--- src/rmfls_pkg.sv ---
// ----------------------------------------------------------------------------
// rmfls_pkg
// shared types and constants of the rgb matrix frame loader and scanner
// ----------------------------------------------------------------------------
package rmfls_pkg;

    localparam int PACKET_BYTES = 24;
    localparam int COLOR_SPAN   = 8;

    // byte position codes beyond the data bytes
    localparam logic [4:0] POS_COMMAND = 5'd30;
    localparam logic [4:0] POS_IDLE    = 5'd31;
    localparam logic [4:0] POS_END     = 5'(PACKET_BYTES);

    typedef enum logic [1:0] {
        COLOR_RED   = 2'd0,
        COLOR_GREEN = 2'd1,
        COLOR_BLUE  = 2'd2
    } t_color;

    localparam logic [7:0] DEF_RED   [COLOR_SPAN] =
        '{8'hFF, 8'h81, 8'h81, 8'h99, 8'h99, 8'h81, 8'h81, 8'hFF};
    localparam logic [7:0] DEF_GREEN [COLOR_SPAN] =
        '{8'h00, 8'h7E, 8'h42, 8'h5A, 8'h5A, 8'h42, 8'h7E, 8'h00};
    localparam logic [7:0] DEF_BLUE  [COLOR_SPAN] =
        '{8'h00, 8'h00, 8'h3C, 8'h3C, 8'h3C, 8'h3C, 8'h00, 8'h00};

    // power-up pattern of slot zero
    function automatic logic [7:0] default_row(input t_color color, input logic [2:0] col);
        logic [7:0] row;
        case (color)
            COLOR_RED:   row = DEF_RED[col];
            COLOR_GREEN: row = DEF_GREEN[col];
            COLOR_BLUE:  row = DEF_BLUE[col];
            default:     row = 8'h00;
        endcase
        return row;
    endfunction

endpackage

--- src/rmfls_ram.sv ---
// ----------------------------------------------------------------------------
// rmfls_ram
// simple dual-port ram, one write port, one registered read port
// ----------------------------------------------------------------------------
module rmfls_ram #(
    parameter int WIDTH = 8,
    parameter int DEPTH = 16,
    localparam int AW   = $clog2(DEPTH)
) (
    input  logic             i_clk,
    input  logic             i_we,
    input  logic [AW-1:0]    i_waddr,
    input  logic [WIDTH-1:0] i_wdata,
    input  logic             i_re,
    input  logic [AW-1:0]    i_raddr,
    output logic [WIDTH-1:0] o_rdata
);

    logic [WIDTH-1:0] r_mem [DEPTH];
    logic [WIDTH-1:0] r_rdata;

    always_ff @(posedge i_clk) begin
        if (i_we) begin
            r_mem[i_waddr] <= i_wdata;
        end
        if (i_re) begin
            r_rdata <= r_mem[i_raddr];
        end
    end

    assign o_rdata = r_rdata;

endmodule

--- src/rgb_matrix_frame_loader_scanner.sv ---
// ----------------------------------------------------------------------------
// rgb_matrix_frame_loader_scanner
// 8x8 rgb led matrix column scanner fed from a ring of frame slots
// ----------------------------------------------------------------------------
// Takes one request per cycle while s_tready is high. A received byte
// (tuser[0]=0) updates the slot pointers and writes at most one row byte in
// the same cycle; it gives no result. A scan tick (tuser[0]=1) reads the
// three color rams at the shown column. Its result passes the ram read
// stage, then the output register, before it is offered on the master side,
// which adds latency but no gap between requests. Apart from the clearing
// pass, s_tready drops only while a tick result waits in both the read stage
// and a stalled output register. After reset the frame rams are cleared in a
// pass over all FRAME_SLOTS*8 addresses (slot zero gets the power-up pattern)
// during which s_tready is low.
module rgb_matrix_frame_loader_scanner #(
    parameter int FRAME_SLOTS = 2
) (
    input  logic        i_clk,
    input  logic        i_rst_n,
    input  logic        s_tvalid,
    output logic        s_tready,
    input  logic [7:0]  s_tdata,    // data_byte
    input  logic [1:0]  s_tuser,    // action, start_seen
    output logic        m_tvalid,
    input  logic        m_tready,
    output logic [31:0] m_tdata     // column, red, green, blue, token, advanced, pad
);

    localparam int SW    = $clog2(FRAME_SLOTS);
    localparam int DEPTH = FRAME_SLOTS * rmfls_pkg::COLOR_SPAN;
    localparam int AW    = SW + 3;
    localparam logic [SW-1:0] LAST_SLOT = SW'(FRAME_SLOTS - 1);
    localparam logic [AW-1:0] LAST_ADDR = AW'(DEPTH - 1);

    function automatic logic [SW-1:0] slot_next(input logic [SW-1:0] s);
        return (s == LAST_SLOT) ? '0 : SW'(s + 1'b1);
    endfunction

    logic [SW-1:0] r_ws, r_rs, r_ds;
    logic [5:0]    r_scan;
    logic [4:0]    r_pos;
    logic          r_clr_busy;
    logic [AW-1:0] r_clr_addr;
    logic          r_s1_valid, r_s1_tok, r_s1_adv;
    logic [2:0]    r_s1_col;
    logic          r_out_valid;
    logic [31:0]   r_out_data;

    logic [SW-1:0] n_ws, n_rs, n_ds;
    logic [5:0]    n_scan;
    logic [4:0]    n_pos;

    logic acc, byte_acc, tick_acc, start, ring_full, out_free, tick_adv, byte_wr;
    logic [4:0]    pos_eff;
    logic [SW-1:0] ws_eff;
    logic [2:0]    col;
    logic [AW-1:0] waddr, raddr;
    logic          we_r, we_g, we_b;
    logic [7:0]    wd_r, wd_g, wd_b;
    logic [7:0]    rd_r, rd_g, rd_b;
    rmfls_pkg::t_color byte_color;

    assign out_free = !r_out_valid || m_tready;
    assign s_tready = !r_clr_busy && !(r_s1_valid && !out_free);
    assign acc      = s_tvalid && s_tready;
    assign byte_acc = acc && !s_tuser[0];
    assign tick_acc = acc && s_tuser[0];
    assign start    = s_tuser[1];

    // byte side: claim on start (or go idle if the ring is full), then skip the command byte, then fill
    assign ring_full = (slot_next(r_ws) == r_rs);
    assign pos_eff   = !start    ? r_pos :
                       ring_full ? rmfls_pkg::POS_IDLE : rmfls_pkg::POS_COMMAND;
    assign ws_eff    = (start && !ring_full) ? slot_next(r_ws) : r_ws;
    assign byte_wr   = byte_acc && (pos_eff < rmfls_pkg::POS_END);
    assign byte_color = rmfls_pkg::t_color'(pos_eff[4:3]);

    always_comb begin
        n_ws  = r_ws;
        n_pos = r_pos;
        if (byte_acc) begin
            n_ws = ws_eff;
            if (pos_eff == rmfls_pkg::POS_COMMAND) begin
                n_pos = '0;
            end else if (pos_eff < rmfls_pkg::POS_END) begin
                n_pos = pos_eff + 5'd1;
            end else begin
                n_pos = pos_eff;
            end
        end
    end

    // tick side
    assign col      = r_scan[2:0];
    assign tick_adv = (n_scan == '0) && (r_rs != r_ws);

    always_comb begin
        n_scan = r_scan + 6'd1;
        n_rs   = r_rs;
        n_ds   = r_ds;
        if (tick_acc && tick_adv) begin
            n_ds = r_rs;
            n_rs = slot_next(r_rs);
        end
    end

    // ram write port: clearing pass or one received byte
    always_comb begin
        if (r_clr_busy) begin
            waddr = r_clr_addr;
            we_r  = 1'b1;
            we_g  = 1'b1;
            we_b  = 1'b1;
            if (r_clr_addr[AW-1:3] == '0) begin
                wd_r = rmfls_pkg::default_row(rmfls_pkg::COLOR_RED, r_clr_addr[2:0]);
                wd_g = rmfls_pkg::default_row(rmfls_pkg::COLOR_GREEN, r_clr_addr[2:0]);
                wd_b = rmfls_pkg::default_row(rmfls_pkg::COLOR_BLUE, r_clr_addr[2:0]);
            end else begin
                wd_r = '0;
                wd_g = '0;
                wd_b = '0;
            end
        end else begin
            waddr = {ws_eff, pos_eff[2:0]};
            wd_r  = s_tdata;
            wd_g  = s_tdata;
            wd_b  = s_tdata;
            we_r  = byte_wr && (byte_color == rmfls_pkg::COLOR_RED);
            we_g  = byte_wr && (byte_color == rmfls_pkg::COLOR_GREEN);
            we_b  = byte_wr && (byte_color == rmfls_pkg::COLOR_BLUE);
        end
    end

    assign raddr = {r_ds, col};

    rmfls_ram #(.WIDTH(8), .DEPTH(DEPTH)) u_ram_red (
        .i_clk(i_clk), .i_we(we_r), .i_waddr(waddr), .i_wdata(wd_r),
        .i_re(tick_acc), .i_raddr(raddr), .o_rdata(rd_r)
    );

    rmfls_ram #(.WIDTH(8), .DEPTH(DEPTH)) u_ram_green (
        .i_clk(i_clk), .i_we(we_g), .i_waddr(waddr), .i_wdata(wd_g),
        .i_re(tick_acc), .i_raddr(raddr), .o_rdata(rd_g)
    );

    rmfls_ram #(.WIDTH(8), .DEPTH(DEPTH)) u_ram_blue (
        .i_clk(i_clk), .i_we(we_b), .i_waddr(waddr), .i_wdata(wd_b),
        .i_re(tick_acc), .i_raddr(raddr), .o_rdata(rd_b)
    );

    always_ff @(posedge i_clk) begin
        if (!i_rst_n) begin
            r_ws        <= '0;
            r_rs        <= '0;
            r_ds        <= '0;
            r_scan      <= '0;
            r_pos       <= rmfls_pkg::POS_IDLE;
            r_clr_busy  <= 1'b1;
            r_clr_addr  <= '0;
            r_s1_valid  <= 1'b0;
            r_out_valid <= 1'b0;
        end else begin
            r_ws  <= n_ws;
            r_rs  <= n_rs;
            r_ds  <= n_ds;
            r_pos <= n_pos;
            if (tick_acc) begin
                r_scan <= n_scan;
            end
            if (r_clr_busy) begin
                r_clr_addr <= r_clr_addr + 1'b1;
                if (r_clr_addr == LAST_ADDR) begin
                    r_clr_busy <= 1'b0;
                end
            end
            if (tick_acc) begin
                r_s1_valid <= 1'b1;
            end else if (out_free) begin
                r_s1_valid <= 1'b0;
            end
            if (out_free) begin
                r_out_valid <= r_s1_valid;
            end
        end
    end

    always_ff @(posedge i_clk) begin
        if (tick_acc) begin
            r_s1_col <= col;
            r_s1_tok <= (n_scan[2:0] == 3'd0);
            r_s1_adv <= tick_adv;
        end
        if (out_free && r_s1_valid) begin
            r_out_data <= {3'b000, r_s1_adv, r_s1_tok, rd_b, rd_g, rd_r, r_s1_col};
        end
    end

    assign m_tvalid = r_out_valid;
    assign m_tdata  = r_out_data;

endmodule

--- config.mk ---
export PLATFORM = sky130hd
export DESIGN_NAME = rgb_matrix_frame_loader_scanner
export DESIGN_NICKNAME = d
export VERILOG_FILES = /design/src/rmfls_pkg.sv /design/src/rmfls_ram.sv /design/src/rgb_matrix_frame_loader_scanner.sv
export SDC_FILE = /design/constraint.sdc
export NUM_CORES = 1
export LEC_CHECK = 0
export BUFFER_PORTS_ARGS = -buffer_cell sky130_fd_sc_hd__buf_2
export CAP_MARGIN = 20
export CORE_MARGIN = 10
export CORE_UTILIZATION = 30
export DETAILED_ROUTE_END_ITERATION = 8
export PLACE_DENSITY_LB_ADDON = 0.12
export SYNTH_ARGS = -nofsm -noshare
export SYNTH_HDL_FRONTEND = slang
export SYNTH_HIERARCHICAL = 1
export SYNTH_SLANG_ARGS = --single-unit
--- constraint.sdc ---
create_clock -name i_clk -period 6.1 [get_ports i_clk]
set_clock_uncertainty 0.2 [all_clocks]
set_input_delay 0.305 -clock i_clk [delete_from_list [all_inputs] [get_ports i_clk]]
set_output_delay 0.305 -clock i_clk [all_outputs]
set_load 0.005 [all_outputs]
; ---- Yosys cells after proc, flatten, opt, wreduce, memory -nomap -nowiden
; Memories as Yosys holds them, arrays and structs flattened. A register that Yosys moved wholly into a read port is not among the register bits.
; Index checks and enable logic that the tools add are counted.
[word_totals]
reg_bits = 55
mem_bits_rw = 384
rom_bits = 192
input_bits = 14
output_inout_bits = 34
word_cells = 90
mem_count = 6
[op_classes]
addsub = 5
magnitude_cmp = 2
n_eq_ne = 6
n_mux = 33
bitwise_logic = 1
reduce_logical = 24
[mem_list]
columns = memory, depth, width, read_ports, rd_ports_with_merged_regs, wr, line_no
row1 = u_ram_blue.r_mem, 16, 8, 1, 1, 1, rmfls_ram.sv:19  ; logic [WIDTH-1:0] r_mem [DEPTH];
row2 = u_ram_green.r_mem, 16, 8, 1, 1, 1, rmfls_ram.sv:19
row3 = u_ram_red.r_mem, 16, 8, 1, 1, 1, rmfls_ram.sv:19
row4 = (no name shown), 8, 8, 1, 0, 0, rmfls_pkg.sv:34  ; COLOR_BLUE: row = DEF_BLUE[col];
row5 = (no name shown), 8, 8, 1, 0, 0, rmfls_pkg.sv:33  ; COLOR_GREEN: row = DEF_GREEN[col];
row6 = (no name shown), 8, 8, 1, 0, 0, rmfls_pkg.sv:32  ; COLOR_RED: row = DEF_RED[col];
[ops]
columns = op, n
row1 = $mux W8, 12
row2 = $mux W1, 17
row3 = $mux W5, 3
row4 = $logic_and A1 B1 Y1, 13
row5 = $add A6 B1 Y6 const B, 1
row6 = $logic_not A1 Y1, 6
row7 = $logic_not A6 Y1, 1
row8 = $add A5 B1 Y5 const B, 1
row9 = $eq A5 B5 Y1 const B, 1
row10 = $lt A5 B5 Y1 const B, 1
row11 = $add A4 B1 Y4 const B, 1
row12 = $eq A4 B4 Y1 const B, 1
row13 = $ge A4 B4 Y1 const B, 1
row14 = $mux W4, 1
row15 = $not A3 Y4, 1
row16 = $logic_not A3 Y1, 1
row17 = $add A1 B1 Y1 const B, 2
row18 = $eq A2 B1 Y1 const B, 1
row19 = $eq A2 B2 Y1 const B, 1
row20 = $logic_not A2 Y1, 1
row21 = $reduce_bool A2 Y1, 1
row22 = $eq A1 B1 Y1, 1
row23 = $logic_or A1 B1 Y1, 1
row24 = $ne A1 B1 Y1, 1

; ---- Depth between registers and ports, before layout
; Gate-level depths: netlist of the first run.
[logic_depth]
ltp_word = 13
depth_mapped = 9
mapped_depth_nobuf = 9

; ---- Modules after synthesis
; Netlist of the first run, hierarchy kept.
[modules_own_cells]
columns = mod, instances, cells_each, area_per_inst_um2, seq_area_each_um2
row1 = rmfls_ram, 3, 229, 5227.5, 4083.9
row2 = rgb_matrix_frame_loader_scanner, 1, 235, 2516.2, 1441.4

; ---- Least setup slack after synthesis of the first run
; Ideal clock, no wire load.
[synth_timing]
path_type = register to register
startpoint = reg r_rs
endpoint = mem u_ram_blue.r_mem[15][0] (enable)
setup_time_ns = 0.371
arrival_ns = 2.593
slack_ns = 2.937
stages_incl_launch_ff = 7
path_buffers = 0
cell_sequence = dfxtp_1 xnor2_1 nand2_1 o21ai_0 o21ai_0 nand2_1 nor2_1
[synth_between]
word_cells_on_any_way = 13
cone_classes = 1 x order compare / 1 x eq/ne / 7 x mux / 4 x reduce/logical
[synth_lines]
columns = element, line_no
row1 = from (decl), rgb_matrix_frame_loader_scanner.sv:39  ; logic [SW-1:0] r_ws, r_rs, r_ds;
row2 = from (signal assigned), rgb_matrix_frame_loader_scanner.sv:164  ; r_rs <= n_rs;
row3 = $eq A1 B1 Y1, rgb_matrix_frame_loader_scanner.sv:71  ; assign ring_full = (slot_next(r_ws) == r_rs);
row4 = $mux W1, rgb_matrix_frame_loader_scanner.sv:73  ; ring_full ? rmfls_pkg::POS_IDLE : rmfls_pkg::POS_COMMAND;
row5 = $mux W5, rgb_matrix_frame_loader_scanner.sv:72  ; assign pos_eff = !start ? r_pos :
row6 = $mux W4, rgb_matrix_frame_loader_scanner.sv:109  ; if (r_clr_busy) begin
row7 = net waddr[0], rgb_matrix_frame_loader_scanner.sv:57  ; logic [AW-1:0] waddr, raddr;
row8 = to (decl), rmfls_ram.sv:19
; The timed path passes the listed nets, and every way through them passes these cells.

; ---- Worst setup path in the final report of the first run
[layout_timing]
startpoint = reg r_clr_busy
endpoint = mem u_ram_red.r_mem[0][5] (enable)
[layout_between]
elab_chain_cells = 9
word_cells_on_any_way = 10
cone_classes = 4 x mux / 6 x reduce/logical
[layout_rtl]
columns = element, line_no
row1 = from (decl), rgb_matrix_frame_loader_scanner.sv:42  ; logic r_clr_busy;
row2 = from (signal assigned), rgb_matrix_frame_loader_scanner.sv:158  ; r_clr_busy <= 1'b1;
row3 = from (signal assigned), rgb_matrix_frame_loader_scanner.sv:173  ; r_clr_busy <= 1'b0;
row4 = $logic_not A1 Y1, rgb_matrix_frame_loader_scanner.sv:64  ; assign s_tready = !r_clr_busy && !(r_s1_valid && !out_free);
row5 = $logic_and A1 B1 Y1, rgb_matrix_frame_loader_scanner.sv:64
row6 = $logic_and A1 B1 Y1, rgb_matrix_frame_loader_scanner.sv:65  ; assign acc = s_tvalid && s_tready;
row7 = $logic_and A1 B1 Y1, rgb_matrix_frame_loader_scanner.sv:66  ; assign byte_acc = acc && !s_tuser[0];
row8 = $logic_and A1 B1 Y1, rgb_matrix_frame_loader_scanner.sv:75  ; assign byte_wr = byte_acc && (pos_eff < rmfls_pkg::POS_END);
row9 = $logic_and A1 B1 Y1, rgb_matrix_frame_loader_scanner.sv:128  ; we_r = byte_wr && (byte_color == rmfls_pkg::COLOR_RED);
row10 = $mux W1 (*), rgb_matrix_frame_loader_scanner.sv:109
row11 = net we_r, rgb_matrix_frame_loader_scanner.sv:58  ; logic we_r, we_g, we_b;
row12 = $mux W1 (*), rmfls_ram.sv:23  ; if (i_we) begin
row13 = $mux W1 (implied by the code) (*), rmfls_ram.sv:24  ; r_mem[i_waddr] <= i_wdata;
row14 = to (decl), rmfls_ram.sv:19
; Mark *: on every way through the listed nets, which the timed path passes. The rest lies on a longest branch.

==> metrics, run 1 <==
synthesized instance count 922; yosys warns 6; Clk pwr share 0.424; Setup-failing EPs final 0; post-cts sizing count 0; number of global-route vias before repair 9,144; Slowest cell on crit path o41ai_1; largest net degree at the start of global routing 75; Core Area 60,200 um^2; top cells by area, synth edfxtp_1 (73%), mux4_2 (6.7%), mux4_1 (6.1%); slowest stage delay, CP 1.04 ns; max_slew headroom 0.255; Buf+Inv Stages, Crit Path 1; Worst-Margin Slew 1.10 ns; dominant synthesized flop cell edfxtp_1; Critical Path, Cell by Cell and2b_2 -> nand3b_1 -> o41ai_1 -> or3b_2 -> nor3_1 -> buf_2; share of cells above drive strength 1 0.202; switching power of the nets 1450 uW; Hold Fails Final Rpt 0; sequential power share 0.530; H-tree depth 2; Vias 8,820; clk buf depth 3; die width 266 um; status complete, no violations; antenna viol nets, final 0; Setup TNS 0 ns; Setup WS post-layout 2.04 ns; leakage power 0.00672 uW; post-synthesis register bit count 463; sequential element share of the synthesized area 0.752; setup bufs post-CTS 0; clk sink count 463; Switching Share 0.211; initial core utilization 0.302; total track usage 0.121; crit share post-route 0.666; area grow syn2layout 14.9%; Avg Inst Size Synth 19.7 um^2; synth cell count leaders edfxtp_1 (442), nand2_1 (66), mux4_2 (54), nor2_1 (54), a22oi_1 (48); Logic pwr share 0.046; post-synth top area share 0.729; Clock Latency Late Sink 0.57 ns; Core Rows 90; final net count 1,030; most frequent cell after synthesis edfxtp_1; CP Max Fanout 15; fmax 0.246 GHz; Num CTS Buffers 48; critical path type reg -> reg; first-pass GRT wire length 63,000 um; WP data required 6.17 ns; # DRC 0; number of enable flip-flop cells after synthesis 442; unrepaired setup endpoints after global routing no; clock slew seen by the registers of the worst setup and hold paths 0.06 ns; HPWL after detailed placement 26,100 um; initial antenna violation count 1; min Tclk post-route 4.06 ns; number of max-cap violations 0; Routed WL 42,900 um; Critical Path Start Type flip-flop; Yosys cell types 52; Setup crit end kind flip-flop; Mapped Area 18,200 um^2; fraction of registers with async set/reset 0; Initial DRC Count 559; final slew viol count 0; Pwr per Cell Area 328 nW/um^2; CP arrival 4.14 ns; number of I/O port buffers 44; CTS Hold Bufs 4; TritonCTS clock tree yes; worst min-delay path class in -> reg; drt wl/cell 23.6 um; Peak supply drop 0.180 mV; dpl ws 1.73 ns; Crit path max-delay family simple AND/OR/NAND/NOR gates; Antenna Cells 0; drt first pass iters 7; Vert. Die Dim 266 um; vias per cell 4.84; clk root buf clkbuf_16; Ports 48; gr ovfl total 0; P_int 5410 uW; Die Area 70,900 um^2; largest area contributor in the netlist edfxtp_1; gpl congestion 0.718
-- layout make-up --
cell class                 count  area, um^2
timing repair buffer          73         448
clock inverter                20         234
fill                        5617       39300
inverter                      13        48.8
sequential                   463       13700
multi-input combinational    406        4180
tap                          782         978
clock buffer                  64        1310
-- layer usage --
metal,GRT usage,part of all wire
met5,0,0
met4,0.0354,0.019
met3,0.0238,0.050
met2,0.196,0.48
met1,0.163,0.45
-- flip-flops by register name, summed over array words and instances, names as in the netlist --
register             cells
u_ram_blue/r_mem       128
u_ram_green/r_mem      128
u_ram_red/r_mem        128
m_tdata                 29
u_ram_blue/o_rdata       8
u_ram_green/o_rdata      8
u_ram_red/o_rdata        8
r_scan                   6
r_pos                    5
r_clr_addr               4
r_s1_col                 3
m_tvalid                 1
r_clr_busy               1
r_ds                     1
r_rs                     1
r_s1_adv                 1
r_s1_tok                 1
r_s1_valid               1
r_ws                     1
-- worst paths after layout --
kind | start | endpoint | slack, ns | cells past startpoint
worst max-delay path | r_clr_busy | u_ram_red/r_mem[0][5] | 2.04 | 6
worst min-delay path | s_tdata[0] | u_ram_green/r_mem[4][0] | 0.09 | 2
worst max register to register | r_clr_busy | u_ram_red/r_mem[0][5] | 2.04 | 6
worst min register to register | u_ram_green/o_rdata[1] | m_tdata[12] | 0.22 | 0
-- kinds of logic after synthesis --
group | Yosys count | synth area share
adders and majority gates | 11 | 0.00756
xor gates and xnor gates | 9 | 0.00433
AOI/OAI and AO/OA | 95 | 0.0363
buffers and inverters | 55 | 0.0202
other | 1 | 0.000206
and+or+nand+nor | 186 | 0.0480
muxes | 102 | 0.131
DFF | 463 | 0.752
-- cell usage in the layout (no fill, tap or decap), types with 16 or more instances in the layout --
cell       instances
buf_4             17
nor2_1            54
a22oi_1           48
nand2_1           66
a21oi_1           16
edfxtp_1         442
buf_2             48
mux4_2            54
dfxtp_1           19
clkbuf_16         50
mux4_1            42
-- power by group through the flow --
stage	Combinational (uW)	Sequential (uW)	Clock, uW
global route	348	3640	3140
floorplan	168	3690	0
finish	318	3640	2910
global placement	318	3710	0
detailed placement	318	3710	0
CTS	322	3640	3020
-- per-stage QoR --
step | cell area, um^2 | total power [uW] | std cells | hold WS [ns] | util
6_report | 20900 | 6870 | 1821 | 0.0869 | 0.347
5_1_grt | 20900 | 7130 | 1821 | 0.0778 | 0.347
4_1_cts | 20900 | 6980 | 1814 | 0.0741 | 0.346
3_5_place_dp | 19300 | 4020 | 1726 | 0.206 | 0.320
3_3_place_gp | 19300 | 4030 | 1726 | 0.201 | 0.320
2_1_floorplan | 18200 | 3860 | 924 | 0.167 | -
Power figures use the tool's default switching activity.
==> inputs of run 2 (changes only) <==
==> constraint.sdc (replaced) <==
create_clock -name i_clk -period 3.7 [get_ports i_clk]
set_clock_uncertainty 0.2 [all_clocks]
set_input_delay 0.185 -clock i_clk [delete_from_list [all_inputs] [get_ports i_clk]]
set_output_delay 0.185 -clock i_clk [all_outputs]
set_load 0.005 [all_outputs]
==> run 2 against run 1 <==
Compared with the run above:
- routed wire length is 0.83% higher
- utilization grew 0.63 points
- sequential share of layout area is 1.2 points lower
- first-iteration DRC count grew 17%
- global-route usage rose by 0.13 points
==> metrics, run 2 (synthesized netlist as in run 1, its figures left out) <==
Critical Path, Cell by Cell and2b_2 -> nand3b_1 -> buf_4 -> o41ai_1 -> buf_4 -> nand3b_1 -> nor2_1; Die Area 70,900 um^2 (unchanged); WP data required 3.70 ns (-2.47 ns); gpl congestion 0.734 (+2.1%); Setup TNS 0 ns (unchanged); Critical Path Start Type flip-flop; clk root buf clkbuf_16; biggest regs u_ram_blue/r_mem (128), u_ram_green/r_mem (128), u_ram_red/r_mem (128); Worst-Margin Slew 0.881 ns (-0.223 ns); number of global-route vias before repair 9,315 (+1.9%); max_slew headroom 0.411 (+0.156); number of max-cap violations 0 (unchanged); TritonCTS clock tree yes; gr ovfl total 0 (unchanged); area grow syn2layout 17.0%; drt first pass iters 4 (-3); Vert. Die Dim 266 um (unchanged); vias per cell 4.72 (-2.5%); HPWL after detailed placement 27,100 um (+3.9%); commonest non-fill, non-tap cells in the layout edfxtp_1 (442), nand2_1 (66), buf_4 (64); initial antenna violation count 0 (-1); setup bufs post-CTS 0 (unchanged); share of cells above drive strength 1 0.230 (+0.0282); crit share post-route 0.880 (+0.213); Setup crit end kind flip-flop; Peak supply drop 0.304 mV (+69%); busiest layer in global routing met2; CP Max Fanout 14 (-1); worst min-delay path class in -> reg; clock slew seen by the registers of the worst setup and hold paths 0.07 ns (about the same); status complete, no violations; Pwr per Cell Area 530 nW/um^2 (+61%); Initial DRC Count 653 (+17%); first-pass GRT wire length 64,300 um (+2.1%); Antenna Cells 0 (unchanged); Core Area 60,200 um^2 (unchanged); Core Rows 90 (unchanged); final net count 1,077 (+4.6%); total track usage 0.123 (+0.00134); initial core utilization 0.302 (unchanged); clk sink count 463 (unchanged); Overall Power 11,300 uW (+64%); layout filler cell count 5,630 (+0.23%); grt met2 use 0.194 (-0.00243); antenna viol nets, final 0 (unchanged); Buf+Inv Stages, Crit Path 2 (+1); slowest stage delay, CP 0.69 ns (-0.35 ns); Vias 8,843 (+0.26%); Slowest cell on crit path nor2_1; Clock Latency Late Sink 0.59 ns (+0.02 ns); Final Hold Slack 0.0477 ns (-0.0392 ns); largest net degree at the start of global routing 100 (+33%); die width 266 um (unchanged); number of I/O port buffers 44 (unchanged); Setup-failing EPs final 0 (unchanged); H-tree depth 2 (unchanged); met3 GRT Util 0.0199 (-0.00388); final slew viol count 0 (unchanged); Routed WL 43,300 um (+0.83%); drt wl/cell 23.1 um (-1.9%); critical path type reg -> reg; Crit path max-delay family simple AND/OR/NAND/NOR gates; CP arrival 3.26 ns (-0.88 ns); Ports 48 (unchanged); Num CTS Buffers 50 (+4.2%); commonest non-fill, non-tap cell in the layout edfxtp_1; Hold Fails Final Rpt 0 (unchanged); fmax 0.307 GHz (+25%); leakage power 0.00696 uW (+3.6%); clk buf depth 3 (unchanged); met1 usage in global routing 0.173 (+0.00955); unrepaired setup endpoints after global routing no; min Tclk post-route 3.26 ns (-0.810 ns); # DRC 0 (unchanged)
==> run 2: cell count changes in the layout (fill, tap and decap cells not counted), sizes merged <==
| cell | before | now |
|---|---|---|
| bufinv | 5 | 3 |
| inv | 11 | 13 |
| clkinvlp | 1 | 0 |
| clkbuf | 67 | 68 |
| dlygate4sd3 | 4 | 6 |
| buf | 66 | 112 |
| clkinv | 16 | 19 |
==> run 2: worst register-to-register path: stages, from the launching register on <==
cell      delay (ns)
dfxtp_1         0.42
and2b_2         0.28
nand3b_1        0.10
buf_4           0.20
o41ai_1         0.52
buf_4           0.24
nand3b_1        0.22
nor2_1          0.69
==> run 2: worst paths after layout <==
check                           endpoint                   start  cells past startpoint  slack (ns)
setup / recovery  u_ram_blue/r_mem[6][1]              r_clr_busy                      7        0.44
hold reg to reg              m_tdata[16]  u_ram_green/o_rdata[5]                      0        0.22
setup reg to reg  u_ram_blue/r_mem[6][1]              r_clr_busy                      7        0.44
hold / removal                r_s1_valid                s_tvalid                      4        0.05
==> run 2: cell type report <==
cell class              count  area (um^2)  area share
repair buffers            118          841      0.0395
clock inverters            22          188     0.00882
well taps                 782          978      0.0460
clock buffers              68         1350      0.0634
multi-input cells         406         4180       0.196
inverters                  13         48.8     0.00229
flip-flops and latches    463        13700       0.644
==> run 2: what timing repair did <==
item,CTS,global route
hold buffers,6,0
setup endpoints to repair,0,0
endpoints found under the hold margin,42,0
resized for setup,0,0
==> run 2: where the power goes <==
part           switching, uW  total (uW)  internal [uW]  leakage (uW)
combinational            375         526            151       0.00197
sequential              33.9        5990           5960       0.00424
clock                   2000        4750           2760      0.000747
==> run 2: layer usage <==
layer | wire length (um) | vias up
met2 | 20300 | 157
met4 | 682 | 0
met5 | 0 | -
met1 | 20700 | 4623
met3 | 1570 | 45
li1 | - | 4018
==> run 2: per-stage QoR <==
step                setup WS, ns  area [um^2]  cells  utilization
floorplan                  0.537        18200    924            -
global placement           0.346        19700   1775        0.327
detailed placement         0.367        19700   1776        0.327
CTS                        0.312        21300   1872        0.353
global route               0.258        21300   1872        0.353
finish                     0.445        21300   1872        0.353
==> inputs of run 3 (changes only) <==
--- a/config.mk
+++ b/config.mk
@@ -8,9 +8,10 @@
 export BUFFER_PORTS_ARGS = -buffer_cell sky130_fd_sc_hd__buf_2
 export CAP_MARGIN = 20
 export CORE_MARGIN = 10
-export CORE_UTILIZATION = 30
+export CORE_UTILIZATION = 56
+export CTS_CLUSTER_DIAMETER = 150
 export DETAILED_ROUTE_END_ITERATION = 8
-export PLACE_DENSITY_LB_ADDON = 0.12
+export PLACE_DENSITY_LB_ADDON = 0.3
 export SYNTH_ARGS = -nofsm -noshare
 export SYNTH_HDL_FRONTEND = slang
 export SYNTH_HIERARCHICAL = 1
==> run 3 against run 2 <==
Compared with the run above:
- worst hold slack got worse by 0.026 ns
- first-iteration DRC count increased by 23%
- sequential cell count is the same
- clock power decreased by 8.4%
- total power down 3.9%
- critical path type unchanged
- largest cell class unchanged
==> metrics, run 3 (synthesized netlist as in run 1, its figures left out) <==
Hold Path Cell Cnt 2 (-2); min Tclk post-route 3.03 ns (-0.221 ns); CP endpoint u_ram_green/r_mem[2][2]; final net count 1,062 (-1.4%); Ports 48 (unchanged); Setup crit end kind flip-flop; Vias 9,006 (+1.8%); Die Area 40,100 um^2 (-43%); max_slew headroom 0.356 (-0.0547); Core Area 31,800 um^2 (-47%); drt first pass iters 5 (+1); FF-to-FF End u_ram_green/r_mem[2][2]; Layout Utilization 0.648 (+0.295); area grow syn2layout 13.3%; final slew viol count 0 (unchanged); Setup TNS 0 ns (unchanged); number of max-cap violations 0 (unchanged); clk root buf clkbuf_16; TritonCTS clock tree yes; crit share post-route 0.820 (-0.0597); setup bufs post-CTS 0 (unchanged); register area 13,700 um^2 (unchanged); Crit path max-delay family simple AND/OR/NAND/NOR gates; critical path depth in cells 6 (-1); Worst-Margin Slew 0.965 ns (+0.0841 ns); placed cells 1,418 (-20%); Final Hold Slack 0.0214 ns (-0.0263 ns); Critical Path, Cell by Cell buf_4 -> and2b_2 -> nand3b_1 -> o31ai_1 -> or3b_2 -> nor2_1; Num CTS Buffers 47 (-6.0%); Core Rows 65 (-28%); CP arrival 3.00 ns (-0.26 ns); Setup-failing EPs final 0 (unchanged); vias per cell 5.97 (+26%); Slowest cell on crit path nor2_1; commonest non-fill, non-tap cells in the layout edfxtp_1 (442), nand2_1 (66), nor2_1 (54), buf_4 (54), mux4_2 (54); first-pass GRT wire length 55,500 um (-14%); Antenna Cells 0 (unchanged); WP data required 3.67 ns (-0.03 ns); Buf+Inv Stages, Crit Path 1 (-1); status complete, no violations; number of global-route vias before repair 9,170 (-1.6%); area of the multi-input gates 4170 um^2 (-0.30%); layout filler cell count 2,130 (-62%); fin cells 1,508 (-19%); leakage power 0.00684 uW (-1.7%); Pwr per Cell Area 526 nW/um^2 (-0.79%); Initial DRC Count 805 (+23%); largest net degree at the start of global routing 100 (unchanged); reg2reg path depth 6 (-1); CP Max Fanout 14 (unchanged); initial core utilization 0.572 (+0.270); HPWL after detailed placement 22,400 um (-17%); # DRC 0 (unchanged); Critical Path Start Type flip-flop; gr ovfl total 0 (unchanged); slowest stage delay, CP 0.57 ns (-0.12 ns); clk buf depth 3 (unchanged); worst min-delay path class in -> reg; biggest regs u_ram_blue/r_mem (128), u_ram_green/r_mem (128), u_ram_red/r_mem (128); number of I/O port buffers 44 (unchanged); critical path type reg -> reg; Peak supply drop 0.403 mV (+33%); unrepaired setup endpoints after global routing no; antenna viol nets, final 0 (unchanged); fmax 0.330 GHz (+7.3%); Reg2Reg Setup Slack 0.67 ns (+0.22 ns); Vert. Die Dim 200 um (-25%); initial antenna violation count 0 (unchanged); gpl congestion 0.824 (+12%); drt wl/cell 23.7 um (+2.6%); commonest non-fill, non-tap cell in the layout edfxtp_1; clk sink count 463 (unchanged); clock slew seen by the registers of the worst setup and hold paths 0.06 ns (about the same); total track usage 0.178 (+0.0549); Routed WL 35,800 um (-17%); crit path launch r_clr_busy; H-tree depth 2 (unchanged); share of cells above drive strength 1 0.225 (-0.00567); Critical R2R Launch r_clr_busy; die width 200 um (-25%); Hold Fails Final Rpt 0 (unchanged); Clock Latency Late Sink 0.56 ns (-0.03 ns)
==> run 3: cell types whose count changed in the layout (fill, tap and decap cells not counted), moves of 4 or more <==
cell,delta
buf_4,-10
clkbuf_1,-5
clkbuf_16,-4
clkinv_1,-4
clkinv_2,+5
clkinvlp_4,+4
==> run 3: how the worst min path moves through the flow <==
stage | startpoint | slack (ns) | to
finish | s_tdata[0] | 0.02 | u_ram_green/r_mem[1][0]
global route | s_tdata[0] | 0.01 | u_ram_green/r_mem[1][0]
CTS | s_tdata[0] | 0.0006 | u_ram_green/r_mem[1][0]
detailed placement | u_ram_blue/o_rdata[0] | 0.20 | m_tdata[19]
global placement | u_ram_red/o_rdata[0] | 0.20 | m_tdata[3]
floorplan | i_rst_n | 0.05 | r_pos[1]
==> run 3: worst reg2reg max path, stage by stage, from the launching register on <==
cell	delay, ns
dfxtp_1	0.31
buf_4	0.18
and2b_2	0.24
nand3b_1	0.14
o31ai_1	0.48
or3b_2	0.55
nor2_1	0.57
==> run 3: layout make-up <==
class | count | area share
Timing Repair Buffer | 106 | 0.0357
Clock buffer | 58 | 0.0590
Clock inverter | 27 | 0.00995
Sequential cell | 463 | 0.665
Inverter | 13 | 0.00237
Tap cell | 435 | 0.0264
Multi-Input combinational cell | 406 | 0.202
==> run 3: timing repair <==
item,4_1_cts,5_1_grt
hold endpoints to repair,25,0
hold buffers,5,0
gates resized for setup,0,0
==> run 3: stage by stage <==
stage | power [uW] | setup WS, ns | instance area (um^2)
after CTS | 10900 | 0.701 | 20600
after global placement | 6560 | 0.828 | 19100
after detailed placement | 6580 | 0.672 | 19100
after floorplan | 6360 | 0.537 | 18200
final | 10800 | 0.666 | 20600
after global routing | 11200 | 0.479 | 20600
==> run 3: metal layers <==
layer	share of wire	global-route usage
met1	0.42	0.244
met2	0.49	0.288
met3	0.073	0.0329
met4	0.019	0.0481
met5	0	0
==> run 3: power by group <==
| part | switching, uW | total [uW] | internal, uW |
|---|---|---|---|
| registers | 34.8 | 5990 | 5960 |
| logic | 346 | 489 | 143 |
| clock network | 1870 | 4350 | 2480 |
